`src/sv/bll_pkg.sv`:
```
// Shared types and codes for the bounded linked list engine.
// No dependencies.
package bll_pkg;

    // Request kinds; the fourth code is a no-op that only reports status.
    typedef enum logic [1:0] {
        KIND_PUSH_FRONT = 2'd0,
        KIND_PUSH_BACK  = 2'd1,
        KIND_REMOVE     = 2'd2
    } kind_t;

    typedef enum logic [2:0] {
        ST_IDLE,
        ST_INS_WR,
        ST_INS_TAIL,
        ST_RM_CHK,
        ST_RM_FREE,
        ST_DONE
    } state_t;

    // Strobes from the sequencer to the entry store.
    typedef struct packed {
        logic rd_en;
        logic val_we;
        logic link_we;
    } store_ctrl_t;

endpackage

```
`src/sv/bll_store.sv`:
```
// Entry store of the linked list engine: value memory and link memory.
// Depends on bll_pkg for the control struct.
module bll_store #(
    parameter int unsigned CAPACITY = 64
) (
    input  logic                         aclk,
    input  logic                         aresetn,
    input  bll_pkg::store_ctrl_t         ctrl,
    input  logic [$clog2(CAPACITY)-1:0]  rd_addr,
    input  logic [$clog2(CAPACITY)-1:0]  wr_addr,
    input  logic [31:0]                  val_wdata,
    input  logic [$clog2(CAPACITY)-1:0]  link_wdata,
    output logic [31:0]                  val_rdata,
    output logic [$clog2(CAPACITY)-1:0]  link_rdata
);

    localparam int unsigned IW = $clog2(CAPACITY);
    localparam int unsigned CW = $clog2(CAPACITY + 1);
    localparam logic [IW-1:0] LAST_IDX = IW'(CAPACITY - 1);

    logic [31:0]   values_mem [CAPACITY];
    logic [IW-1:0] links_mem  [CAPACITY];

    logic [31:0]   val_q_reg;
    logic [IW-1:0] link_q_reg;
    logic [IW-1:0] rd_addr_reg;

    // Entries at or above the high-water mark have never had their link written.
    // Their link is the reset chain: the next index, wrapping to zero at the end.
    logic [CW-1:0] hw_reg;
    logic [CW-1:0] hw_next;

    always_ff @(posedge aclk) begin
        if (ctrl.val_we) begin
            values_mem[wr_addr] <= val_wdata;
        end
        if (ctrl.link_we) begin
            links_mem[wr_addr] <= link_wdata;
        end
        if (ctrl.rd_en) begin
            val_q_reg   <= values_mem[rd_addr];
            link_q_reg  <= links_mem[rd_addr];
            rd_addr_reg <= rd_addr;
        end
    end

    always_comb begin
        hw_next = hw_reg;
        if (ctrl.link_we && (CW'(wr_addr) == hw_reg)) begin
            hw_next = hw_reg + 1'b1;
        end
    end

    always_ff @(posedge aclk) begin
        if (!aresetn) begin
            hw_reg <= '0;
        end else begin
            hw_reg <= hw_next;
        end
    end

    assign val_rdata = val_q_reg;

    always_comb begin
        if (CW'(rd_addr_reg) < hw_reg) begin
            link_rdata = link_q_reg;
        end else if (rd_addr_reg == LAST_IDX) begin
            link_rdata = '0;
        end else begin
            link_rdata = rd_addr_reg + 1'b1;
        end
    end

endmodule

```
`src/sv/bounded_linked_list_engine_unit.sv`:
```
// Steps: an insert reads the free entry's link, then writes the entry (ST_INS_WR) and, for a
// back insert into a non-empty list, patches the old tail (ST_INS_TAIL); a refused insert, the
// status-only code and a remove on an empty list go straight to ST_DONE. A remove checks each
// entry visited (ST_RM_CHK) while walking the link memory, then frees a match (ST_RM_FREE).
// Throughput: one transaction at a time; the next is accepted once the result is registered.
// Reset (aresetn, synchronous, active low) empties the list without a clearing pass.
// Depends on bll_pkg and bll_store.
module bounded_linked_list_engine_unit #(
    parameter int unsigned CAPACITY = 64
) (
    input  logic               aclk,
    input  logic               aresetn,
    input  logic               s_valid,
    output logic               s_ready,
    input  logic [1:0]         s_kind,
    input  logic signed [31:0] s_item_value,
    output logic               m_valid,
    input  logic               m_ready,
    output logic [6:0]         m_element_count,
    output logic               m_list_empty,
    output logic               m_value_found,
    output logic               m_insert_rejected
);

    localparam int unsigned IW = $clog2(CAPACITY);
    localparam int unsigned CW = $clog2(CAPACITY + 1);
    localparam logic [CW-1:0] CAP_COUNT = CW'(CAPACITY);

    // Sequencer state.
    bll_pkg::state_t state_reg, state_next;

    // List bookkeeping. head and tail mean nothing while the count is zero.
    logic [IW-1:0] head_reg, head_next;
    logic [IW-1:0] tail_reg, tail_next;
    logic [IW-1:0] free_reg, free_next;
    logic [CW-1:0] count_reg, count_next;

    // The transaction being worked on.
    logic [1:0]         kind_reg, kind_next;
    logic signed [31:0] value_reg, value_next;
    logic               found_reg, found_next;
    logic               rejected_reg, rejected_next;

    // Walk position for a remove; cur also carries the new entry index for inserts.
    logic [IW-1:0] cur_reg, cur_next;
    logic [IW-1:0] prev_reg, prev_next;
    logic          at_head_reg, at_head_next;
    logic [CW-1:0] steps_reg, steps_next;

    // Result register, which lets a finished result wait while the next transaction starts.
    logic       m_valid_reg, m_valid_next;
    logic [6:0] m_count_reg, m_count_next;
    logic       m_empty_reg, m_empty_next;
    logic       m_found_reg, m_found_next;
    logic       m_rejected_reg, m_rejected_next;

    // Entry store interface.
    bll_pkg::store_ctrl_t store_ctrl;
    logic [IW-1:0] rd_addr;
    logic [IW-1:0] wr_addr;
    logic [31:0]   val_wdata;
    logic [IW-1:0] link_wdata;
    logic [31:0]   val_rdata;
    logic [IW-1:0] link_rdata;

    logic          s_fire;
    logic          out_free;
    logic          hit;
    logic [CW+6:0] count_ext;

    assign s_ready  = (state_reg == bll_pkg::ST_IDLE);
    assign s_fire   = s_valid && s_ready;
    assign out_free = !m_valid_reg || m_ready;
    assign hit      = (val_rdata == value_reg);

    bll_store #(
        .CAPACITY (CAPACITY)
    ) u_store (
        .aclk       (aclk),
        .aresetn    (aresetn),
        .ctrl       (store_ctrl),
        .rd_addr    (rd_addr),
        .wr_addr    (wr_addr),
        .val_wdata  (val_wdata),
        .link_wdata (link_wdata),
        .val_rdata  (val_rdata),
        .link_rdata (link_rdata)
    );

    // Next-state logic.
    always_comb begin
        state_next = state_reg;
        unique case (state_reg)
            bll_pkg::ST_IDLE: begin
                if (s_fire) begin
                    unique case (s_kind) inside
                        bll_pkg::KIND_PUSH_FRONT, bll_pkg::KIND_PUSH_BACK: begin
                            state_next = (count_reg == CAP_COUNT) ? bll_pkg::ST_DONE
                                                                  : bll_pkg::ST_INS_WR;
                        end
                        bll_pkg::KIND_REMOVE: begin
                            state_next = (count_reg == '0) ? bll_pkg::ST_DONE
                                                           : bll_pkg::ST_RM_CHK;
                        end
                        default: begin
                            state_next = bll_pkg::ST_DONE;
                        end
                    endcase
                end
            end
            bll_pkg::ST_INS_WR: begin
                // A back insert into a non-empty list still has to patch the old tail.
                if (kind_reg == bll_pkg::KIND_PUSH_BACK && count_reg != '0) begin
                    state_next = bll_pkg::ST_INS_TAIL;
                end else begin
                    state_next = bll_pkg::ST_DONE;
                end
            end
            bll_pkg::ST_INS_TAIL: begin
                state_next = bll_pkg::ST_DONE;
            end
            bll_pkg::ST_RM_CHK: begin
                if (hit) begin
                    state_next = bll_pkg::ST_RM_FREE;
                end else if (steps_reg + 1'b1 == count_reg) begin
                    state_next = bll_pkg::ST_DONE;
                end
            end
            bll_pkg::ST_RM_FREE: begin
                state_next = bll_pkg::ST_DONE;
            end
            bll_pkg::ST_DONE: begin
                if (out_free) begin
                    state_next = bll_pkg::ST_IDLE;
                end
            end
            default: begin
                state_next = bll_pkg::ST_IDLE;
            end
        endcase
    end

    // Datapath and memory strobes for each state.
    always_comb begin
        head_next     = head_reg;
        tail_next     = tail_reg;
        free_next     = free_reg;
        count_next    = count_reg;
        kind_next     = kind_reg;
        value_next    = value_reg;
        found_next    = found_reg;
        rejected_next = rejected_reg;
        cur_next      = cur_reg;
        prev_next     = prev_reg;
        at_head_next  = at_head_reg;
        steps_next    = steps_reg;

        store_ctrl = '0;
        rd_addr    = cur_reg;
        wr_addr    = cur_reg;
        val_wdata  = value_reg;
        link_wdata = '0;

        unique case (state_reg)
            bll_pkg::ST_IDLE: begin
                if (s_fire) begin
                    kind_next     = s_kind;
                    value_next    = s_item_value;
                    found_next    = 1'b0;
                    rejected_next = 1'b0;
                    unique case (s_kind) inside
                        bll_pkg::KIND_PUSH_FRONT, bll_pkg::KIND_PUSH_BACK: begin
                            if (count_reg == CAP_COUNT) begin
                                rejected_next = 1'b1;
                            end else begin
                                // Fetch the link of the first free entry.
                                store_ctrl.rd_en = 1'b1;
                                rd_addr          = free_reg;
                            end
                        end
                        bll_pkg::KIND_REMOVE: begin
                            if (count_reg != '0) begin
                                store_ctrl.rd_en = 1'b1;
                                rd_addr          = head_reg;
                                cur_next         = head_reg;
                                prev_next        = '0;
                                at_head_next     = 1'b1;
                                steps_next       = '0;
                            end
                        end
                        default: begin
                        end
                    endcase
                end
            end
            bll_pkg::ST_INS_WR: begin
                // Take the free entry, store the value and set its link.
                store_ctrl.val_we  = 1'b1;
                store_ctrl.link_we = 1'b1;
                wr_addr            = free_reg;
                cur_next           = free_reg;
                free_next          = link_rdata;
                count_next         = count_reg + 1'b1;
                if (count_reg == '0) begin
                    link_wdata = '0;
                    head_next  = free_reg;
                    tail_next  = free_reg;
                end else if (kind_reg == bll_pkg::KIND_PUSH_FRONT) begin
                    link_wdata = head_reg;
                    head_next  = free_reg;
                end else begin
                    link_wdata = '0;
                end
            end
            bll_pkg::ST_INS_TAIL: begin
                store_ctrl.link_we = 1'b1;
                wr_addr            = tail_reg;
                link_wdata         = cur_reg;
                tail_next          = cur_reg;
            end
            bll_pkg::ST_RM_CHK: begin
                if (hit) begin
                    found_next = 1'b1;
                    count_next = count_reg - 1'b1;
                    // Bypass the matched entry.
                    if (at_head_reg) begin
                        head_next = link_rdata;
                    end else begin
                        store_ctrl.link_we = 1'b1;
                        wr_addr            = prev_reg;
                        link_wdata         = link_rdata;
                    end
                    if (cur_reg == tail_reg) begin
                        tail_next = at_head_reg ? '0 : prev_reg;
                    end
                    if (count_reg == CW'(1)) begin
                        head_next = '0;
                        tail_next = '0;
                    end
                end else if (steps_reg + 1'b1 != count_reg) begin
                    // Follow the link straight from the read data to the next read.
                    store_ctrl.rd_en = 1'b1;
                    rd_addr          = link_rdata;
                    prev_next        = cur_reg;
                    cur_next         = link_rdata;
                    at_head_next     = 1'b0;
                    steps_next       = steps_reg + 1'b1;
                end
            end
            bll_pkg::ST_RM_FREE: begin
                // Return the unlinked entry to the front of the free list.
                store_ctrl.link_we = 1'b1;
                wr_addr            = cur_reg;
                link_wdata         = free_reg;
                free_next          = cur_reg;
            end
            bll_pkg::ST_DONE: begin
            end
            default: begin
            end
        endcase
    end

    // The count port is seven bits wide whatever the capacity.
    assign count_ext = {7'b0, count_reg};

    always_comb begin
        m_valid_next    = m_valid_reg;
        m_count_next    = m_count_reg;
        m_empty_next    = m_empty_reg;
        m_found_next    = m_found_reg;
        m_rejected_next = m_rejected_reg;
        if (m_valid_reg && m_ready) begin
            m_valid_next = 1'b0;
        end
        if (state_reg == bll_pkg::ST_DONE && out_free) begin
            m_valid_next    = 1'b1;
            m_count_next    = count_ext[6:0];
            m_empty_next    = (count_reg == '0);
            m_found_next    = found_reg;
            m_rejected_next = rejected_reg;
        end
    end

    always_ff @(posedge aclk) begin
        if (!aresetn) begin
            state_reg   <= bll_pkg::ST_IDLE;
            head_reg    <= '0;
            tail_reg    <= '0;
            free_reg    <= '0;
            count_reg   <= '0;
            m_valid_reg <= 1'b0;
        end else begin
            state_reg   <= state_next;
            head_reg    <= head_next;
            tail_reg    <= tail_next;
            free_reg    <= free_next;
            count_reg   <= count_next;
            m_valid_reg <= m_valid_next;
        end
    end

    always_ff @(posedge aclk) begin
        kind_reg       <= kind_next;
        value_reg      <= value_next;
        found_reg      <= found_next;
        rejected_reg   <= rejected_next;
        cur_reg        <= cur_next;
        prev_reg       <= prev_next;
        at_head_reg    <= at_head_next;
        steps_reg      <= steps_next;
        m_count_reg    <= m_count_next;
        m_empty_reg    <= m_empty_next;
        m_found_reg    <= m_found_next;
        m_rejected_reg <= m_rejected_next;
    end

    assign m_valid           = m_valid_reg;
    assign m_element_count   = m_count_reg;
    assign m_list_empty      = m_empty_reg;
    assign m_value_found     = m_found_reg;
    assign m_insert_rejected = m_rejected_reg;

endmodule

```
`config.mk`:
```
export PLATFORM = sky130hd
export DESIGN_NAME = bounded_linked_list_engine_unit
export DESIGN_NICKNAME = d
export VERILOG_FILES = /design/src/sv/bll_pkg.sv /design/src/sv/bll_store.sv /design/src/sv/bounded_linked_list_engine_unit.sv
export SDC_FILE = /design/constraint.sdc
export NUM_CORES = 2
export LEC_CHECK = 0
export BUFFER_PORTS_ARGS = -buffer_cell sky130_fd_sc_hd__clkbuf_2
export CORE_UTILIZATION = 55
export CTS_CLUSTER_SIZE = 10
export DETAILED_ROUTE_END_ITERATION = 12
export PLACE_DENSITY_LB_ADDON = 0.2
export SETUP_SLACK_MARGIN = 0.1
export SLEW_MARGIN = 20
export SYNTH_ARGS = -nofsm -noshare
export SYNTH_HDL_FRONTEND = slang
export SYNTH_SLANG_ARGS = --single-unit
export TNS_END_PERCENT = 20
```
`constraint.sdc`:
```
create_clock -name aclk -period 7.9 [get_ports aclk]
set_input_delay 1.185 -clock aclk [delete_from_list [all_inputs] [get_ports aclk]]
set_output_delay 1.185 -clock aclk [all_outputs]
set_load 0.02 [all_outputs]
```
==> key figures <==
Final layout
  • Regs by FF count: u_store.values_mem (2048), u_store.links_mem (384)
  • Share of cells above drive strength 1: 10.3%
  • Area Growth Syn to Fin: 11.9%
  • Most flops, register: u_store.values_mem
  • Final Core Density: 61.9%
  • Max reg flops: 2048
  • Nets: 7517
  • Area of the multi-input gates: 0.0238 mm^2
  • Seq. cell area: 0.0771 mm^2
  • FILL cells: 13600

Clock network
  • CTS tree: built
  • CTS buffer count: 310
  • CTS resizes: 0
  • Clk slew on worst S/H paths: 60 ps
  • Post-CTS setup buffer count: 0
  • Hold_buf cts: 0
  • Root Buffer: clkbuf_16
  • Clk_lat worst skew: 930 ps
  • H-tree level count: 5
  • CTS max path bufs: 4
  • Sink Count: 2578

Floorplan
  • Die Y-Extent: 434 um
  • Die footprint: 0.188 mm^2
  • Site Rows: 158
  • Area of the core: 0.185 mm^2
  • Die W: 434 um
  • Initial Utilization: 55.3%
  • I/O pin cnt: 50

Synthesis
  • Post-synthesis sequential area ratio: 75.2%
  • Post-synth EDFFs: 2542
  • Cell taking the most area after synthesis: edfxtp_1
  • Synth area leaders: edfxtp_1 75%, nand2_1 6.3%, a21oi_1 4.1%
  • Top cell type's share of synthesized area: 74.5%
  • Yosys Warn Count: 0
  • Syn_area_per_cell: 14.0 um^2
  • #FFs+latches synth: 2578
  • Post-Syn Instances: 7340
  • Synthesized area: 0.102 mm^2
  • Post-synth ARST share: 0%
  • Top_reg_cell synth: edfxtp_1
  • Syn nets: 7389
  • Netlist cell types: 83

Critical path
  • CP Capture Type: flop
  • CP Max Fanout: 61
  • CP required: 8450 ps
  • Crit path kind: reg -> reg
  • R2R Setup Slk: 1350 ps
  • Startpoint Class: flop
  • Worst r2r src: u_store.hw_reg[4]$_SDFFE_PN0P_
  • Arr. time, crit path: 7100 ps
  • Critical Path Source: u_store.hw_reg[4]$_SDFFE_PN0P_

Route
  • Iteration count of the initial detailed-routing pass: 8
  • DRT antenna net count: 0
  • WL final: 286 mm
  • Drt wl/cell: 28.6 um
  • DR vias: 64000
  • Routed vias/inst: 6.40
  • 1st-iter DRT viols: 9214
  • Remaining DRCs: 0

Power
  • PwrDens: 331 mW/mm^2
  • Pleak: 39.2 nW
  • Max VDD drop: 0.286 mV

Global route
  • First-pass GRT wire length: 412 mm
  • Tot GR Track Use: 30.2%
  • Grt ovf: 0
  • Initial antenna violation count: 4
  • Vias in the first global route: 60700
  • Largest net degree at the start of global routing: 151

Hold path
  • Hold crit path type: reg -> reg
  • Hold_sp: rejected_reg$_SDFFCE_PN0P_

Placement
  • Detailed Place HPWL: 156 mm
  • Port Buf Inserts: 49
  • Routability congestion estimate: 0.915

STA
  • Pins Over Slew Limit: 0
  • Tmin final: 6550 ps
  • Final hold violations: 0
  • Peak Freq: 153 MHz
  • Final setup TNS: 0 ps
  • Unrepaired setup endpoints after global routing: false
  • Worst Skew: 52.9 ps
  • Final setup fails: 0
  • Slew headroom: 22.7%
  • Final cycle utilization of the critical path: 82.9%
  • Worst slew pin tran: 1160 ps

Job
  • Max cap viols: 0

Outcome
  • Status: completed
-- cells in the mapped netlist, drive strengths merged, types with 7 or more instances --
master     n
a211oi    57
a21o      39
a21oi    838
a221oi    14
a22o     216
a22oi     16
a31o      33
a31oi    227
and3      12
buf      266
clkbuf   203
dfxtp     36
edfxtp  2542
ha        11
inv       35
mux2i    272
nand2   1715
nand2b    16
nand3     30
nand4     50
nor2     212
nor2b     12
nor3      31
nor4     116
o211ai     9
o21ai     39
o22a      32
o22ai    101
o311ai     7
or2       11
or3       10
xnor2     21
xor2      44
-- per-stage QoR --
| stage | hold WS, ps | instances | total power, mW | instance area [um^2] | worst slack, ps |
|---|---|---|---|---|---|
| finish | 421 | 9988 | 38.0 | 115000 | 1350 |
| global route | 416 | 9988 | 39.2 | 115000 | 1190 |
| CTS | 393 | 9987 | 38.0 | 115000 | 1480 |
| detailed placement | 414 | 9636 | 26.0 | 107000 | 1550 |
| global placement | 403 | 9635 | 25.9 | 107000 | 1580 |
| floorplan | 400 | 7340 | 22.7 | 102000 | 2100 |
-- where the power goes --
part	switching (mW)	internal, mW	total [mW]
Clock	4.99	7.12	12.1
Sequential	0.191	15.8	15.9
Combinational	6.96	2.97	9.93
-- cell families after synthesis --
logic type | count (synthesis) | share of synthesized area (%)
AO/OA/AOI/OAI | 1671 | 10.2
XOR/XNOR | 66 | 0.578
adder cells (fa/ha/maj) | 11 | 0.134
buffers and inverters | 506 | 2.19
flip-flops | 2578 | 75.2
multiplexers | 279 | 2.75
AND/OR/NAND/NOR | 2229 | 8.94
-- path summary, 6_finish.rpt --
check / to / cells past startpoint
hold / removal: m_insert_rejected$_DFFE_PP_ / 0
setup reg to reg: u_store.val_rdata[31]$_DFFE_PP_ / 15
setup / recovery: u_store.val_rdata[31]$_DFFE_PP_ / 15
hold reg to reg: m_insert_rejected$_DFFE_PP_ / 0
-- critical path, stage by stage (launching register included) --
cell     delay [ps]
dfxtp_1         440
inv_1            80
ha_1            330
a21o_1          170
a22o_1          180
a41oi_2         430
mux2i_1         650
a31oi_1         240
o21ai_4         860
buf_12          440
buf_4           690
mux2i_1         260
a22o_1          200
o22ai_1         120
nor4_1          660
nand4_1         340
-- cells in the final DEF (no fill, tap or decap), drive strengths merged, types with 57 or more instances in the layout --
cell type and n:
o22ai 101, clkbuf 390, buf 236, a211oi 57, mux2i 272, edfxtp 2542
nor2 212, a31oi 227, a21oi 838, nor4 116, a22o 216, nand2 1715
-- per-layer routing --
metal / GRT usage [%] / wire length, um / vias up
li1: - / - / 27700
met3: 4.84 / 26600 / 581
met1: 42.1 / 112000 / 32200
met2: 47.8 / 136000 / 3498
met5: 0 / 0 / -
met4: 12.3 / 11500 / 0
-- final cells by class --
type | instances | area share [%]
Tap cell | 2480 | 2.71
Inverter | 37 | 0.136
Timing Repair Buffer | 285 | 2.12
Antenna cell | 1 | 0.00218
Multi-Input combinational cell | 4256 | 20.7
Clock inverter | 10 | 0.109
Sequential cell | 2578 | 67.2
Clock buffer | 341 | 6.98
(Power assumes the default switching activity.)
